File: src/hdl/dna_marker_text_encoder_top_assert.svh
// Assertion macros for the DNA marker text encoder.
`ifndef DNA_MARKER_TEXT_ENCODER_TOP_ASSERT_SVH
`define DNA_MARKER_TEXT_ENCODER_TOP_ASSERT_SVH

// Same-cycle implication, checked outside reset.
`define DMTE_ASSERT_IMPL(lbl, ante, cons, msg) \
    lbl: assert property (@(posedge i_clk) disable iff (!i_rst_n) (ante) |-> (cons)) \
        else $error(msg);

// Next-cycle implication, checked outside reset.
`define DMTE_ASSERT_NEXT(lbl, ante, cons, msg) \
    lbl: assert property (@(posedge i_clk) disable iff (!i_rst_n) (ante) |=> (cons)) \
        else $error(msg);

`endif

File: src/hdl/dmte_pkg.sv
// Shared types, constants and helpers of the DNA marker text encoder.
package dmte_pkg;

    localparam int VALUE_W = 64;

    localparam logic [7:0] CHAR_ZERO = 8'h30;
    localparam logic [7:0] CHAR_NINE = 8'h39;

    typedef enum logic [2:0] {
        BASE_NONE = 3'd0,
        BASE_A    = 3'd1,
        BASE_C    = 3'd2,
        BASE_G    = 3'd3,
        BASE_T    = 3'd4
    } t_base;

    // One queued transaction: an optional marker, then an optional base.
    typedef struct packed {
        logic               has_marker;
        logic [VALUE_W-1:0] marker;
        logic               has_base;
        t_base              base;
        logic               last;
    } t_entry;

    function automatic t_base base_code(input logic [7:0] b);
        t_base code;
        case (b)
            8'h41, 8'h61: code = BASE_A;
            8'h43, 8'h63: code = BASE_C;
            8'h47, 8'h67: code = BASE_G;
            8'h54, 8'h74: code = BASE_T;
            default:      code = BASE_NONE;
        endcase
        return code;
    endfunction

endpackage

File: src/hdl/dmte_front.sv
// Front end: classifies text bytes, builds marker numbers, forms queue entries.
module dmte_front
    import dmte_pkg::*;
(
    input  logic       i_clk,
    input  logic       i_rst_n,
    input  logic       i_accept,
    input  logic [7:0] i_text_byte,
    input  logic       i_stream_end,
    output logic       o_push,
    output t_entry     o_entry
);

    logic [VALUE_W-1:0] r_accum, n_accum;
    logic               r_pending, n_pending;

    t_base              code;
    logic               is_digit;
    logic [3:0]         digit;
    logic [VALUE_W-1:0] accum_step;

    always_comb begin
        code       = base_code(i_text_byte);
        is_digit   = (i_text_byte >= CHAR_ZERO) && (i_text_byte <= CHAR_NINE);
        digit      = 4'(i_text_byte - CHAR_ZERO);
        // acc*10 as (acc<<3)+(acc<<1), wraps mod 2^64
        accum_step = (r_accum << 3) + (r_accum << 1) + VALUE_W'(digit);

        n_accum   = r_accum;
        n_pending = r_pending;
        o_entry.has_marker = 1'b0;
        o_entry.marker     = r_accum;
        o_entry.has_base   = 1'b0;
        o_entry.base       = code;
        o_entry.last       = i_stream_end;

        if (code != BASE_NONE) begin
            o_entry.has_marker = r_pending;
            o_entry.has_base   = 1'b1;
            n_accum   = '0;
            n_pending = 1'b0;
        end else if (is_digit) begin
            if (i_stream_end) begin
                o_entry.has_marker = 1'b1;
                o_entry.marker     = accum_step;
                n_accum   = '0;
                n_pending = 1'b0;
            end else begin
                n_accum   = accum_step;
                n_pending = 1'b1;
            end
        end else if (i_stream_end) begin
            o_entry.has_marker = r_pending;
            n_accum   = '0;
            n_pending = 1'b0;
        end

        o_push = i_accept && (o_entry.has_marker || o_entry.has_base);
    end

    always_ff @(posedge i_clk) begin
        if (!i_rst_n) begin
            r_accum   <= '0;
            r_pending <= 1'b0;
        end else if (i_accept) begin
            r_accum   <= n_accum;
            r_pending <= n_pending;
        end
    end

endmodule

File: src/hdl/dmte_fifo.sv
// Short entry queue between front and back end.
module dmte_fifo
    import dmte_pkg::*;
#(
    parameter int DEPTH = 4
) (
    input  logic   i_clk,
    input  logic   i_rst_n,
    input  logic   i_push,
    input  t_entry i_entry,
    input  logic   i_pop,
    output t_entry o_entry,
    output logic   o_full,
    output logic   o_empty
);

    localparam int PTR_W = (DEPTH > 1) ? $clog2(DEPTH) : 1;
    localparam int CNT_W = $clog2(DEPTH + 1);
    localparam logic [PTR_W-1:0] LAST_PTR = PTR_W'(DEPTH - 1);
    localparam logic [CNT_W-1:0] FULL_CNT = CNT_W'(DEPTH);

    t_entry           r_mem [DEPTH];
    logic [PTR_W-1:0] r_wr_ptr, r_rd_ptr;
    logic [CNT_W-1:0] r_count;

    assign o_entry = r_mem[r_rd_ptr];
    assign o_full  = (r_count == FULL_CNT);
    assign o_empty = (r_count == '0);

    always_ff @(posedge i_clk) begin
        if (i_push) begin
            r_mem[r_wr_ptr] <= i_entry;
        end
    end

    always_ff @(posedge i_clk) begin
        if (!i_rst_n) begin
            r_wr_ptr <= '0;
            r_rd_ptr <= '0;
            r_count  <= '0;
        end else begin
            if (i_push) begin
                r_wr_ptr <= (r_wr_ptr == LAST_PTR) ? '0 : r_wr_ptr + 1'b1;
            end
            if (i_pop) begin
                r_rd_ptr <= (r_rd_ptr == LAST_PTR) ? '0 : r_rd_ptr + 1'b1;
            end
            case ({i_push, i_pop})
                2'b10:   r_count <= r_count + 1'b1;
                2'b01:   r_count <= r_count - 1'b1;
                default: r_count <= r_count;
            endcase
        end
    end

endmodule

File: src/hdl/dmte_back.sv
// Back end: expands queued entries into one or two result transactions.
module dmte_back
    import dmte_pkg::*;
(
    input  logic               i_clk,
    input  logic               i_rst_n,
    input  logic               i_fifo_empty,
    input  t_entry             i_fifo_entry,
    output logic               o_pop,
    input  logic               i_ready,
    output logic               o_valid,
    output logic [VALUE_W-1:0] o_symbol_value,
    output logic               o_is_marker,
    output logic               o_run_last,
    output logic               o_final_symbol
);

    t_entry r_entry;
    logic   r_busy;
    logic   r_marker_phase;
    logic   fire;
    logic   finishing;

    assign o_valid        = r_busy;
    assign o_is_marker    = r_marker_phase;
    assign o_symbol_value = r_marker_phase ? r_entry.marker
                                           : VALUE_W'(r_entry.base);
    assign o_run_last     = !(r_marker_phase && r_entry.has_base);
    assign o_final_symbol = o_run_last && r_entry.last;

    assign fire      = r_busy && i_ready;
    assign finishing = fire && o_run_last;
    assign o_pop     = !i_fifo_empty && (!r_busy || finishing);

    always_ff @(posedge i_clk) begin
        if (o_pop) begin
            r_entry <= i_fifo_entry;
        end
    end

    always_ff @(posedge i_clk) begin
        if (!i_rst_n) begin
            r_busy         <= 1'b0;
            r_marker_phase <= 1'b0;
        end else if (o_pop) begin
            r_busy         <= 1'b1;
            r_marker_phase <= i_fifo_entry.has_marker;
        end else if (finishing) begin
            r_busy <= 1'b0;
        end else if (fire) begin
            // marker delivered, base follows
            r_marker_phase <= 1'b0;
        end
    end

endmodule

File: src/hdl/dna_marker_text_encoder_top.sv
// Top level of the DNA marker text encoder.
//
// Input channel (i_valid/o_ready) takes one text byte per transaction, with
// i_stream_end on the final byte. Bases A/C/G/T (any case) give symbols 1..4;
// runs of digits build one 64-bit marker number (wrapping), delivered before
// the next base or on the stream end. Other bytes are skipped.
// Output channel (o_valid/i_ready) gives one result per transaction, with
// o_run_last on the last result of an input byte and o_final_symbol on the
// last result of a stream.
// A result passes through the queue and then the output register after its
// byte is accepted.
// Throughput: one byte per cycle while each byte gives at most one result and
// the receiver is ready; a byte giving a marker and a base holds the output for
// both of its results. The single output register sets this rate.
// Bytes that give no result never enter the queue.
// Reset clears the marker state and empties the queue. When the receiver
// stalls, results wait in the output register and the queue; o_ready drops
// once the queue is full.
module dna_marker_text_encoder_top
    import dmte_pkg::*;
#(
    parameter int QUEUE_DEPTH = 4
) (
    input  logic               i_clk,
    input  logic               i_rst_n,
    input  logic               i_valid,
    output logic               o_ready,
    input  logic [7:0]         i_text_byte,
    input  logic               i_stream_end,
    output logic               o_valid,
    input  logic               i_ready,
    output logic [VALUE_W-1:0] o_symbol_value,
    output logic               o_is_marker,
    output logic               o_run_last,
    output logic               o_final_symbol
);

    `include "dna_marker_text_encoder_top_assert.svh"

    logic   accept;
    logic   push;
    logic   pop;
    logic   fifo_full;
    logic   fifo_empty;
    t_entry push_entry;
    t_entry head_entry;

    assign o_ready = !fifo_full;
    assign accept  = i_valid && o_ready;

    dmte_front u_front (
        .i_clk        (i_clk),
        .i_rst_n      (i_rst_n),
        .i_accept     (accept),
        .i_text_byte  (i_text_byte),
        .i_stream_end (i_stream_end),
        .o_push       (push),
        .o_entry      (push_entry)
    );

    dmte_fifo #(
        .DEPTH (QUEUE_DEPTH)
    ) u_fifo (
        .i_clk   (i_clk),
        .i_rst_n (i_rst_n),
        .i_push  (push),
        .i_entry (push_entry),
        .i_pop   (pop),
        .o_entry (head_entry),
        .o_full  (fifo_full),
        .o_empty (fifo_empty)
    );

    dmte_back u_back (
        .i_clk          (i_clk),
        .i_rst_n        (i_rst_n),
        .i_fifo_empty   (fifo_empty),
        .i_fifo_entry   (head_entry),
        .o_pop          (pop),
        .i_ready        (i_ready),
        .o_valid        (o_valid),
        .o_symbol_value (o_symbol_value),
        .o_is_marker    (o_is_marker),
        .o_run_last     (o_run_last),
        .o_final_symbol (o_final_symbol)
    );

    `DMTE_ASSERT_IMPL(a_base_code, o_valid && !o_is_marker,
        o_run_last && o_symbol_value >= 64'd1 && o_symbol_value <= 64'd4,
        "base result out of range or not last of its byte")
    `DMTE_ASSERT_IMPL(a_final_is_last, o_valid && o_final_symbol, o_run_last,
        "final symbol without run_last")
    `DMTE_ASSERT_NEXT(a_base_follows, o_valid && i_ready && !o_run_last,
        o_valid && !o_is_marker, "marker not followed by its base")

endmodule

File: config.mk
export PLATFORM = sky130hd
export DESIGN_NAME = dna_marker_text_encoder_top
export DESIGN_NICKNAME = d
export VERILOG_FILES = /design/src/hdl/dmte_pkg.sv /design/src/hdl/dmte_front.sv /design/src/hdl/dmte_fifo.sv /design/src/hdl/dmte_back.sv /design/src/hdl/dna_marker_text_encoder_top.sv
export VERILOG_INCLUDE_DIRS = /design/src /design/src/hdl
export SDC_FILE = /design/constraint.sdc
export NUM_CORES = 1
export LEC_CHECK = 0
export ABC_AREA = 1
export BUFFER_PORTS_ARGS = -buffer_cell sky130_fd_sc_hd__buf_2
export CAP_MARGIN = 30
export CORE_ASPECT_RATIO = 1.2
export CORE_UTILIZATION = 63
export CTS_CLUSTER_DIAMETER = 200
export DETAILED_ROUTE_END_ITERATION = 10
export PLACE_DENSITY = 0.81
export SLEW_MARGIN = 30
export SYNTH_ARGS = -nofsm -noshare
export SYNTH_HDL_FRONTEND = slang
export SYNTH_SLANG_ARGS = --single-unit
File: constraint.sdc
create_clock -name i_clk -period 5.1 [get_ports i_clk]
set_input_delay 0.255 -clock i_clk [delete_from_list [all_inputs] [get_ports i_clk]]
set_output_delay 0.255 -clock i_clk [all_outputs]
set_load 0.005 [all_outputs]
==> out/results.tsv <==
metric	value	unit
H-tree levels	2	
First DRT Iteration DRCs	1868	
Sw Ratio	30.3	%
Worst Tran Pin Value	1.04	ns
worst-skew pair later-pin latency	0.57	ns
most frequent cell after synthesis	nand2_1	
full die area	37600	µm²
Die Ht	212	µm
crit start category	flip-flop	
top cells by count, synth	790 x nand2_1, 392 x inv_1, 349 x edfxtp_1, 239 x nor2_1, 175 x nand3_1	
Slew Limit Headroom	31.0	%
Final nets	2925	
Final ANT Viol Nets	0	
Rows	76	
port bufs	81	
Flop pwr share	47.8	%
Root Buffer	clkbuf_16	
post-synth top area share	45.2	%
CP max stage delay	0.51	ns
Worst Path Max Fanout	4	
Async SR Flop Fraction	0	%
fin worst setup slack	1.91	ns
CTS tree	yes	
Crit-path slowest cell	fa_1	
Synth-to-Final Area Change	9.77	%
GRT Total Usage	36.3	%
initial antenna violation count	1	
warnings from Yosys	0	
maximum VDD drop	275	µV
CP Cell Sequence	inv_1 -> fa_1 -> fa_1 -> inv_1 -> nand3_1 -> nand3_1 -> nand3_1 -> nand3_1 -> nand2_1 -> nand2_2 -> nand2_1 -> nand2_1 -> nand2_1 -> nand3_1 -> nand2_1	
fin cells	3282	
core area	36100	µm²
CP delay by family, top	simple AND/OR/NAND/NOR gates	
Setup crit end kind	flip-flop	
Max Cap Violations	0	
Clk pwr share	32.9	%
Top FF cell, synth	edfxtp_1	
RSZ-0062 raised after global routing	false	
# Post-CTS Setup Buffers	0	
Detailed Place HPWL	46.7	mm
Synth cell types	45	
number of synthesized flops with an enable pin	349	
vias post-DR	19000	
status	completed	
wire per inst	20.7	µm
Longest Clk Path Bufs	3	
WP buf/inv	2	
DR pass1 iterations	6	
Synth area leaders	edfxtp_1 45%, nand2_1 13%, ha_1 6.9%	
fin crit period	3.19	ns
# IOs	82	
final period utilization	62.5	%
first-pass GRT wire length	102	mm
setup TNS	0	ns
Hold WS	0.0869	ns
switching power	2820	µW
final hold vios	0	
Synth Cell Area	23200	µm²
# diodes	0	
post-synth net total	2868	
vias per cell	5.80	
CP Data Required Time	5.35	ns
total global routing overflow	0	
Internal	6470	µW
largest net degree at the start of global routing	85	
total leakage power	0.0124	µW
clock slew at reported path FFs	0.07	ns
pre-CTS WS	1.94	ns
clk sinks	425	
Hold Crit Class	input port to flip-flop	
sequential fraction of the synthesis area	51.7	%
Placer Congestion	1.01	
vias in the first global route	18000	
post-synth top area cell	edfxtp_1	
layout cells sized above 1	8.78	%
CP Class	flip-flop to flip-flop	
cells after synthesis	2724	
chip width	177	µm
Finish-stage setup viols	0	
power share of the combinational group	19.3	%
Mean Syn Cell Area	8.52	µm²
PD cells	365	nW/µm²
flops & latches, synth	425	
Max Fclk	314	MHz
# DRC	0	
CTS Buf Count	42	
CP Data Arrival Time	3.44	ns
Detailed Route WL	67.8	mm
clock skew	0.0261	ns
Starting Density	64.2	%
Placed Instances	3200	
Final Max Slew Viols	0	
-- logic make-up after synthesis --
| logic type | count (synthesis) | share of synthesized area, % |
|---|---|---|
| simple gates | 1292 | 23.4 |
| buf+inv | 488 | 8.25 |
| flops | 425 | 51.7 |
| compound gates | 360 | 8.34 |
| fa+ha+maj | 131 | 7.16 |
| xor+xnor | 25 | 0.944 |
| mux | 3 | 0.146 |
-- cell usage in the layout, fill, tap and decap left out, drive strengths merged --
cell type and n:
o211a 1, o21bai 6, a21oi 120, xor2 23
buf 100, edfxtp 349, fa 3, or2 6
dlygate4sd3 4, ha 128, bufinv 2, o211ai 1
clkbuf 55, clkinvlp 1, xnor2 2, clkinv 17
nand4 4, o22ai 71, nand3b 10, nand3 185
o21ai 156, inv 399, o21a 1, o2bb2ai 1
dfxtp 76, a221oi 1, mux2 3, a21boi 2
nor2 253, nand2 812, nor3 15, and2 5
nor4 2
-- area by class of cell --
class                      count  area, µm²
tap                          468        586
multi-input combinational   1811       9320
clock inverter                22        225
sequential                   425      12000
timing repair buffer         104        703
fill                        2719      10700
inverter                     397       1490
clock buffer                  55       1130
-- registers in the layout, indices dropped and copies added, names as in the netlist, named ones only --
name / flops
u_fifo.r_wr_ptr: 2
u_back.o_is_marker: 1
u_fifo.r_rd_ptr: 2
u_fifo.r_count: 3
u_fifo.r_mem: 280
u_front.r_accum: 64
u_back.r_entry: 69
u_front.r_pending: 1
u_back.o_valid: 1
-- worst register-to-register path, delay by kind of cell (launching register included) --
family | cells | cell delay (ns)
simple gates | 11 | 1.34
fa+ha+maj | 2 | 1.00
flops | 1 | 0.38
buf+inv | 2 | 0.19
-- power groups by stage --
stage	Clock (µW)	Combinational [µW]	Sequential (µW)
2_1_floorplan	0	1150	4390
3_3_place_gp	0	1640	4490
3_5_place_dp	0	1740	4500
4_1_cts	3070	1780	4440
5_1_grt	3190	1970	4480
6_report	3060	1800	4440
-- stage by stage --
stage	instance area, µm²	power, µW	utilization, %
4_1_cts	25400	9290	70.4
3_5_place_dp	24000	6250	66.5
2_1_floorplan	23200	5540	-
3_3_place_gp	24000	6130	66.4
5_1_grt	25500	9640	70.5
6_report	25500	9290	70.5
-- per-layer routing --
layer / GRT usage, % / part of all wire (%) / vias to the layer above
li1: - / - / 9031
met1: 47.7 / 40 / 8935
met2: 60.9 / 48 / 926
met3: 4.67 / 8.4 / 139
met4: 14.0 / 3.7 / 0
met5: 0 / 0 / -
-- path summary, 6_finish.rpt --
kind                       startpoint             endpoint  slack (ns)  cells after the start
setup / recovery   u_front.r_accum[2]  u_fifo.r_mem[2][67]        1.91                     15
hold / removal         i_text_byte[3]   u_fifo.r_mem[1][3]        0.09                      2
setup reg to reg   u_front.r_accum[2]  u_fifo.r_mem[2][67]        1.91                     15
hold reg to reg   u_front.r_accum[63]  u_front.r_accum[63]        0.50                      2
-- timing repair --
item	CTS	global route
resized for setup	0	0
setup endpoints to repair	0	0
endpoints found under the hold margin	7	0
hold buffers	4	0
Power figures use the tool's default switching activity.
